$ cat src/rtl/core/bvwt_pkg.sv
`default_nettype none
package bvwt_pkg;

   // Store sizes.
   localparam int MAX_VERTS      = 64;
   localparam int MAX_EDGES      = 128;
   localparam int MAX_FACE_VERTS = 32;

   // Field widths fixed by the interface.
   localparam int COORD_W = 40;
   localparam int IDX_W   = 6;
   localparam int LIMIT_W = 32;
   localparam int SUM_W   = 46;

   // Derived widths.
   localparam int VADDR_W = $clog2(MAX_VERTS);
   localparam int VCNT_W  = $clog2(MAX_VERTS + 1);
   localparam int EADDR_W = $clog2(MAX_EDGES);
   localparam int ECNT_W  = $clog2(MAX_EDGES + 1);
   localparam int FADDR_W = $clog2(MAX_FACE_VERTS);
   localparam int FCNT_W  = $clog2(MAX_FACE_VERTS + 1);
   localparam int DIV_W   = SUM_W + 1;
   localparam int DSTEP_W = $clog2(DIV_W);
   localparam int VERT_W  = 3 * COORD_W;
   localparam int EDGE_W  = 2 * IDX_W;

   typedef enum logic [1:0] {
      OP_VERTEX    = 2'd0,
      OP_FACE_END  = 2'd1,
      OP_BRUSH_END = 2'd2
   } opcode_type;

   typedef enum logic [2:0] {
      KIND_VERTEX   = 3'd0,
      KIND_EDGE     = 3'd1,
      KIND_CENTRE   = 3'd2,
      KIND_MIN      = 3'd3,
      KIND_MAX      = 3'd4,
      KIND_OVERFLOW = 3'd5
   } kind_type;

   typedef enum logic [1:0] {
      AXIS_X = 2'd0,
      AXIS_Y = 2'd1,
      AXIS_Z = 2'd2
   } axis_type;

   // Which result the datapath builds into the output register.
   typedef enum logic [2:0] {
      EM_VERT,
      EM_VOVF,
      EM_EDGE,
      EM_EOVF,
      EM_CENTRE,
      EM_MIN,
      EM_MAX
   } emit_type;

   typedef struct packed {
      logic [1:0]                 opcode;
      logic signed [COORD_W-1:0]  x_coord;
      logic signed [COORD_W-1:0]  y_coord;
      logic signed [COORD_W-1:0]  z_coord;
   } req_type;

   typedef struct packed {
      kind_type                   kind;
      logic [IDX_W-1:0]           index_a;
      logic [IDX_W-1:0]           index_b;
      logic                       is_new;
      logic signed [COORD_W-1:0]  out_x;
      logic signed [COORD_W-1:0]  out_y;
      logic signed [COORD_W-1:0]  out_z;
      logic                       last;
   } rsp_type;

   // Commands from the controller to the datapath.
   typedef struct packed {
      logic                load_req;
      logic [VADDR_W-1:0]  vt_addr;
      logic                vt_we;
      logic                dist_diff;
      logic                mul_en;
      axis_type            mul_axis;
      logic                vert_commit;
      logic [FADDR_W-1:0]  ring_addr;
      logic                pair_cur;
      logic                pair_first;
      logic                pair_wrap;
      logic [EADDR_W-1:0]  edge_addr;
      logic                edge_we;
      logic                div_load;
      logic                div_step;
      logic                div_store;
      axis_type            div_axis;
      logic                face_clear;
      logic                brush_clear;
      logic                emit;
      emit_type            emit_sel;
      logic                emit_last;
      logic [IDX_W-1:0]    emit_idx;
      logic                emit_new;
   } cmd_type;

   // Status from the datapath to the controller.
   typedef struct packed {
      logic [1:0]          opcode;
      logic [VCNT_W-1:0]   vt_fill;
      logic [FCNT_W-1:0]   face_len;
      logic [ECNT_W-1:0]   edge_fill;
      logic                near;
      logic                edge_match;
      logic                out_free;
   } status_type;

endpackage
`default_nettype wire

$ cat src/rtl/core/bvwt_ctrl.sv
`default_nettype none
module bvwt_ctrl (
   input  wire logic                 clock,
   input  wire logic                 reset,
   input  wire logic                 req_valid,
   output logic                      req_ready,
   input  wire bvwt_pkg::status_type status,
   output bvwt_pkg::cmd_type         cmd
);
   import bvwt_pkg::*;

   typedef enum logic [4:0] {
      S_IDLE, S_DECODE,
      S_VCHECK, S_VRD, S_VDIF, S_VMUL, S_VCMP, S_VNEW, S_VCOMMIT, S_VEMIT, S_VOVF,
      S_FISSUE, S_FDATA, S_FWRAP,
      S_ECHECK, S_ERD, S_ECMP, S_ENEW, S_ENEXT,
      S_DLOAD, S_DSTEP, S_DSTORE, S_CEMIT,
      S_BMIN, S_BMAX
   } state_type;

   state_type          state_ff;
   logic [VCNT_W-1:0]  scan_ff;
   logic               fresh_ff;
   logic [FCNT_W-1:0]  vpos_ff;
   logic [ECNT_W-1:0]  escan_ff;
   logic               wrap_ff;
   axis_type           axis_ff;
   logic [DSTEP_W-1:0] dstep_ff;

   axis_type           axis_next;
   logic               vt_full;
   logic               edge_full;

   always_comb begin
      case (axis_ff)
         AXIS_X:  axis_next = AXIS_Y;
         AXIS_Y:  axis_next = AXIS_Z;
         default: axis_next = AXIS_X;
      endcase
      vt_full   = status.vt_fill >= VCNT_W'(MAX_VERTS);
      edge_full = status.edge_fill >= ECNT_W'(MAX_EDGES);
   end

   assign req_ready = (state_ff == S_IDLE);

   // Commands decoded from the current state.
   always_comb begin
      cmd           = '0;
      cmd.vt_addr   = scan_ff[VADDR_W-1:0];
      cmd.ring_addr = vpos_ff[FADDR_W-1:0];
      cmd.edge_addr = escan_ff[EADDR_W-1:0];
      cmd.emit_idx  = IDX_W'(scan_ff);
      cmd.emit_new  = fresh_ff;
      cmd.mul_axis  = axis_ff;
      cmd.div_axis  = axis_ff;
      cmd.emit_sel  = EM_VERT;
      case (state_ff)
         S_IDLE:    cmd.load_req = req_valid;
         S_VDIF:    cmd.dist_diff = 1'b1;
         S_VMUL:    cmd.mul_en = 1'b1;
         S_VNEW:    cmd.vt_we = !vt_full;
         S_VCOMMIT: cmd.vert_commit = 1'b1;
         S_VEMIT: begin
            cmd.emit      = status.out_free;
            cmd.emit_last = 1'b1;
         end
         S_VOVF: begin
            cmd.emit      = status.out_free;
            cmd.emit_sel  = EM_VOVF;
            cmd.emit_last = 1'b1;
         end
         S_FDATA: begin
            cmd.pair_cur   = 1'b1;
            cmd.pair_first = (vpos_ff == '0);
         end
         S_FWRAP:   cmd.pair_wrap = 1'b1;
         S_ENEW: begin
            cmd.emit     = status.out_free;
            cmd.emit_sel = edge_full ? EM_EOVF : EM_EDGE;
            cmd.edge_we  = status.out_free && !edge_full;
         end
         S_DLOAD:   cmd.div_load = 1'b1;
         S_DSTEP:   cmd.div_step = 1'b1;
         S_DSTORE:  cmd.div_store = 1'b1;
         S_CEMIT: begin
            cmd.emit       = status.out_free;
            cmd.emit_sel   = EM_CENTRE;
            cmd.emit_last  = 1'b1;
            cmd.face_clear = status.out_free;
         end
         S_BMIN: begin
            cmd.emit     = status.out_free;
            cmd.emit_sel = EM_MIN;
         end
         S_BMAX: begin
            cmd.emit        = status.out_free;
            cmd.emit_sel    = EM_MAX;
            cmd.emit_last   = 1'b1;
            cmd.brush_clear = status.out_free;
         end
         default: cmd.load_req = 1'b0;
      endcase
   end

   // Sequencer state and loop counters.
   always_ff @(posedge clock) begin
      if (reset) begin
         state_ff <= S_IDLE;
         scan_ff  <= '0;
         fresh_ff <= 1'b0;
         vpos_ff  <= '0;
         escan_ff <= '0;
         wrap_ff  <= 1'b0;
         axis_ff  <= AXIS_X;
         dstep_ff <= '0;
      end else begin
         case (state_ff)
            S_IDLE: begin
               if (req_valid) begin
                  state_ff <= S_DECODE;
               end
            end
            S_DECODE: begin
               scan_ff <= '0;
               vpos_ff <= '0;
               axis_ff <= AXIS_X;
               case (status.opcode)
                  OP_VERTEX: begin
                     if (status.face_len >= FCNT_W'(MAX_FACE_VERTS)) begin
                        state_ff <= S_VOVF;
                     end else begin
                        state_ff <= S_VCHECK;
                     end
                  end
                  OP_FACE_END: begin
                     state_ff <= (status.face_len == '0) ? S_DLOAD : S_FISSUE;
                  end
                  OP_BRUSH_END: state_ff <= S_BMIN;
                  default:      state_ff <= S_IDLE;
               endcase
            end
            // Weld search over the stored vertices.
            S_VCHECK: state_ff <= (scan_ff == status.vt_fill) ? S_VNEW : S_VRD;
            S_VRD:    state_ff <= S_VDIF;
            S_VDIF: begin
               axis_ff  <= AXIS_X;
               state_ff <= S_VMUL;
            end
            S_VMUL: begin
               axis_ff <= axis_next;
               if (axis_ff == AXIS_Z) begin
                  state_ff <= S_VCMP;
               end
            end
            S_VCMP: begin
               if (status.near) begin
                  fresh_ff <= 1'b0;
                  state_ff <= S_VCOMMIT;
               end else begin
                  scan_ff  <= scan_ff + 1'b1;
                  state_ff <= S_VCHECK;
               end
            end
            S_VNEW: begin
               if (vt_full) begin
                  state_ff <= S_VOVF;
               end else begin
                  fresh_ff <= 1'b1;
                  state_ff <= S_VCOMMIT;
               end
            end
            S_VCOMMIT: state_ff <= S_VEMIT;
            S_VEMIT, S_VOVF: begin
               if (status.out_free) begin
                  state_ff <= S_IDLE;
               end
            end
            // Walk the face ring in order, pairing neighbors.
            S_FISSUE: state_ff <= S_FDATA;
            S_FDATA: begin
               if (vpos_ff == '0) begin
                  if (status.face_len == FCNT_W'(1)) begin
                     state_ff <= S_FWRAP;
                  end else begin
                     vpos_ff  <= vpos_ff + 1'b1;
                     state_ff <= S_FISSUE;
                  end
               end else begin
                  wrap_ff  <= 1'b0;
                  escan_ff <= '0;
                  state_ff <= S_ECHECK;
               end
            end
            S_FWRAP: begin
               wrap_ff  <= 1'b1;
               escan_ff <= '0;
               state_ff <= S_ECHECK;
            end
            // Look the edge up in the edge table.
            S_ECHECK: state_ff <= (escan_ff == status.edge_fill) ? S_ENEW : S_ERD;
            S_ERD:    state_ff <= S_ECMP;
            S_ECMP: begin
               if (status.edge_match) begin
                  state_ff <= S_ENEXT;
               end else begin
                  escan_ff <= escan_ff + 1'b1;
                  state_ff <= S_ECHECK;
               end
            end
            S_ENEW: begin
               if (status.out_free) begin
                  state_ff <= S_ENEXT;
               end
            end
            S_ENEXT: begin
               if (wrap_ff) begin
                  axis_ff  <= AXIS_X;
                  state_ff <= S_DLOAD;
               end else if (FCNT_W'(vpos_ff + 1'b1) == status.face_len) begin
                  state_ff <= S_FWRAP;
               end else begin
                  vpos_ff  <= vpos_ff + 1'b1;
                  state_ff <= S_FISSUE;
               end
            end
            // Face centre, one axis at a time.
            S_DLOAD: begin
               dstep_ff <= '0;
               state_ff <= S_DSTEP;
            end
            S_DSTEP: begin
               dstep_ff <= dstep_ff + 1'b1;
               if (dstep_ff == DSTEP_W'(DIV_W - 1)) begin
                  state_ff <= S_DSTORE;
               end
            end
            S_DSTORE: begin
               axis_ff <= axis_next;
               state_ff <= (axis_ff == AXIS_Z) ? S_CEMIT : S_DLOAD;
            end
            S_CEMIT: begin
               if (status.out_free) begin
                  state_ff <= S_IDLE;
               end
            end
            S_BMIN: begin
               if (status.out_free) begin
                  state_ff <= S_BMAX;
               end
            end
            S_BMAX: begin
               if (status.out_free) begin
                  state_ff <= S_IDLE;
               end
            end
            default: state_ff <= S_IDLE;
         endcase
      end
   end

endmodule
`default_nettype wire
$ cat config.mk
export PLATFORM = sky130hd
export DESIGN_NAME = bvwt_ctrl
export DESIGN_NICKNAME = d
export VERILOG_FILES = /design/src/rtl/core/bvwt_pkg.sv /design/src/rtl/core/bvwt_ctrl.sv
export SDC_FILE = /design/constraint.sdc
export NUM_CORES = 1
export LEC_CHECK = 0
export BUFFER_PORTS_ARGS = -buffer_cell sky130_fd_sc_hd__buf_4
export CORE_UTILIZATION = 40
export CTS_CLUSTER_DIAMETER = 150
export DETAILED_ROUTE_END_ITERATION = 7
export PLACE_DENSITY = 0.69
export REMOVE_ABC_BUFFERS = 1
export SETUP_SLACK_MARGIN = 0.15
export SKIP_CTS_REPAIR_TIMING = 1
export SYNTH_ARGS = -nofsm -noshare
export SYNTH_HDL_FRONTEND = slang
export SYNTH_SLANG_ARGS = --single-unit
$ cat constraint.sdc
create_clock -name clock -period 2.15 [get_ports clock]
set_input_delay 0.43 -clock clock [delete_from_list [all_inputs] [get_ports clock]]
set_output_delay 0.43 -clock clock [all_outputs]
set_load 0.05 [all_outputs]
==> metrics.md <==
| Metric | Value |
|---|---|
| Outcome | `finished, violations left` |
| Violated checks | `setup timing` |
| Residual antenna-violating net count after detailed routing | `0` |
| Post-DP HPWL | `7030 um` |
| Leak pwr | `around 1.9 nW` |
| Via-per-instance ratio | `5.75` |
| Pin count of the biggest net entering global routing | `22` |
| Yosys reg bits | `36` |
| Psw | `1.16 mW` |
| DR vias | `3,579` |
| Post-synth cell types | `59` |
| Mux cell area share after synthesis | `under 10%` |
| # setup viols final | `3` |
| Ant diodes | `0` |
| Max clock buf depth | `2` |
| Crit-path max cell delay | `510 ps` |
| Cell Chain, Critical Path | `inv_2 > ha_4 > or4b_4 > o31ai_4 > o211ai_4 > or4_4 > a21oi_2` |
| Final min period | `2180 ps` |
| H-tree depth | `2` |
| Crit path DAT | `between 2000 and 2500 ps` |
| Actual slew at the worst max-slew pin | `476 ps` |
| GP Congestion | `0.950` |
| # clock sinks | `36` |
| Pre-Repair DR Iteration Count | `5` |
| F_max | `459 MHz` |
| Primary FF master, synth | `dfxtp_1` |
| Crit. Startpoint | `vpos_ff[0]` |
| Clk pwr share | `between 10% and 20%` |
| Root buffer cell | `clkbuf_8` |
| CTS tree | `done` |
| Die Height | `90.1 um` |
| Reg power frac | `27.3%` |
| Compound-Gate Fraction of Synth Area | `around 22%` |
| Post-DP Area | `slightly below 4000 um^2` |
| Initial drt markers | `302` |
| Req. time, crit path | `2380 ps` |
| Max cap viols | `0` |
| Synthesized cell area | `3110 um^2` |
| Async SR Flop Fraction | `0%` |
| Peak supply drop | `0.257 mV` |
| Total GRT Usage | `21.9%` |
| Final period util | `101%` |
| Reg-to-reg startpoint | `vpos_ff[0]` |
| TritonCTS Buffers | `5` |
| Drt drc | `0` |
| RSZ-0062 raised after global routing | `yes` |
| Startpoint class of the critical path | `flop` |
| Grt ovf | `0` |
| Xor and xnor fraction of the mapped netlist area | `8.45%` |
| Rows | `31` |
| PortBufs | `77` |
| Adder-Cell Fraction of Synth Area | `4.03%` |
| Final Hold Fails | `0` |
| Die ar. | `roughly 8100 um^2` |
| Crit-path slowest cell | `or4b_4` |
| Net Sw Frac | `42.3%` |
| Hold slack | `approximately 490 ps` |
| Post-synthesis sequential area ratio | `between 20% and 30%` |
| Die span in x | `90.1 um` |
| Slew headroom | `67.4%` |
| Largest family of logic cells by synthesized area | `simple AND/OR/NAND/NOR gates` |
| Post-Synth Simple-Gate Area | `between 20 and 30%` |
| Synth warn | `0` |
| Worst skew pair latency | `290 ps` |
| Place WS | `-10.6 ps` |
| Min-delay src | `reset` |
| CP Capture Type | `flop` |
| Core area | `7370 um^2` |
| Mean Syn Cell Area | `7.38 um^2` |
| Clock transition at the registers of the reported paths | `70 ps` |
| Synthesis-to-layout area growth | `47.2%` |
| DRT Wirelength | `10,100 um` |
| Final Cell Area | `approximately 4600 um^2` |
| Cell count after synthesis | `421` |
| Combinational share of power | `55.5%` |
| Setup Skew | `7.01 ps` |
| PD cells | `601 nW/um^2` |
| First-pass GRT wire length | `14,800 um` |
| Final nets | `approximately 560` |
| Ports | `78` |
| Pint | `1.59 mW` |
| EDFF count, synth | `0` |
| HP Class | `input port to flop` |
| Final Worst Setup Slack | `-30.2 ps` |
| Crit-path max FO | `5` |
| Initial Utilization | `42.2%` |
| Initial antenna violation count | `0` |
| Worst Setup Path Type | `flop to flop` |
| Ratio of cells with drive above 1 in the final layout | `42.3%` |
| WL/cell | `16.3 um` |
| Max-slew violation count | `0` |
| Number of global-route vias before repair | `a little over 3,000` |
[cell usage in the layout (no fill, tap or decap), types with 5 or more instances in the layout]
cell type	n
buf_4	114
nor2_1	47
a21oi_1	28
dfxtp_1	27
nand2_1	26
buf_6	21
xor2_1	19
nand2b_1	12
nor3_1	12
inv_1	10
o21ai_0	10
nand3_1	10
xnor2_1	10
nor2_4	8
ha_1	8
and3_1	7
nor2b_1	6
a21oi_2	6
buf_8	6
nand3b_1	5
inv_2	5
nor4_1	5
o21ai_1	5
clkbuf_8	5
dfxtp_4	5
[logic make-up (layout without fill, tap and decap cells)]
group | after synthesis | in the layout
AND/OR/NAND/NOR | 178 | 178
multiplexers | 4 | 4
XOR/XNOR | 30 | 30
buffers and inverters | 64 | 165
flip-flops | 36 | 36
AO/OA/AOI/OAI | 99 | 100
adder cells (fa/ha/maj) | 10 | 10
[layer usage]
metal / track usage [%] / part of all wire (%) / wire, um
met1: 29.4 / 43 / 4390
met5: 0 / 0 / 0
met2: 36.4 / 50 / 5100
met3: 2.96 / 4.9 / 500
met4: 6.18 / 1.3 / 131
[power by group through the flow]
stage | combinational, mW | sequential, mW | clock [mW]
final | 1.53 | 0.751 | 0.472
after floorplan | 0.579 | 0.799 | 0
after CTS | 1.12 | 0.732 | 0.473
after global placement | 1.11 | 0.747 | 0
after detailed placement | 1.11 | 0.748 | 0
after global routing | 1.62 | 0.754 | 0.514
[cell usage after synthesis, types with 6 or more instances]
master / n / area share, %
xor2_1: 20 / 5.6
nor2b_1: 6 / 1.2
inv_1: 16 / 1.9
buf_2: 6 / 0.97
and3_1: 8 / 1.6
o21ai_0: 17 / 2.7
nor3_1: 15 / 2.4
nand3_1: 11 / 1.8
nand2b_1: 15 / 3.0
nor2_1: 56 / 6.8
ha_1: 10 / 4.0
buf_4: 27 / 6.5
dfxtp_1: 36 / 23
xnor2_1: 10 / 2.8
clkbuf_1: 11 / 1.3
nor4_1: 7 / 1.4
a21oi_1: 34 / 5.5
nand2_1: 29 / 3.5
[critical path, delay by kind of cell (launching register included)]
kind                     cells  cell delay [ps]
flip-flops                   1              340
buffers and inverters        1               60
AO/OA/AOI/OAI                3              600
adder cells (fa/ha/maj)      1              110
AND/OR/NAND/NOR              2             1010
[final timing paths]
check                endpoint  slack, ps  depth (start not counted)
setup / recovery   vpos_ff[4]        -30                          7
hold / removal     scan_ff[0]        490                          2
setup reg to reg   vpos_ff[4]        -30                          7
hold reg to reg   escan_ff[7]        500                          2
[metrics by stage]
step / std cells / setup TNS, ps / util [%] / power (mW)
4_1_cts: 604 / -1220 / 53.6 / 2.33
6_report: 622 / -61.8 / 62.1 / 2.75
5_1_grt: 622 / -563 / 62.1 / 2.88
2_1_floorplan: 373 / -12820 / - / 1.38
3_5_place_dp: 597 / -10.6 / 52.6 / 1.86
3_3_place_gp: 597 / 0 / 52.6 / 1.86
[flip-flops by register name, indices dropped and copies added, names as in the netlist]
name      flops
axis_ff       2
dstep_ff      6
escan_ff      8
fresh_ff      1
scan_ff       7
state_ff      5
vpos_ff       6
wrap_ff       1
[area by class of cell]
type | count | area (um^2)
Clock buffer | 6 | 72.6
Clock inverter | 1 | 5.00
Fill cell | 628 | 2790
Inverter | 16 | 62.6
Multi-Input combinational cell | 322 | 2360
Sequential cell | 36 | 744
Tap cell | 99 | 124
Timing Repair Buffer | 142 | 1200
Note: power is estimated with default switching activity, not from simulation.
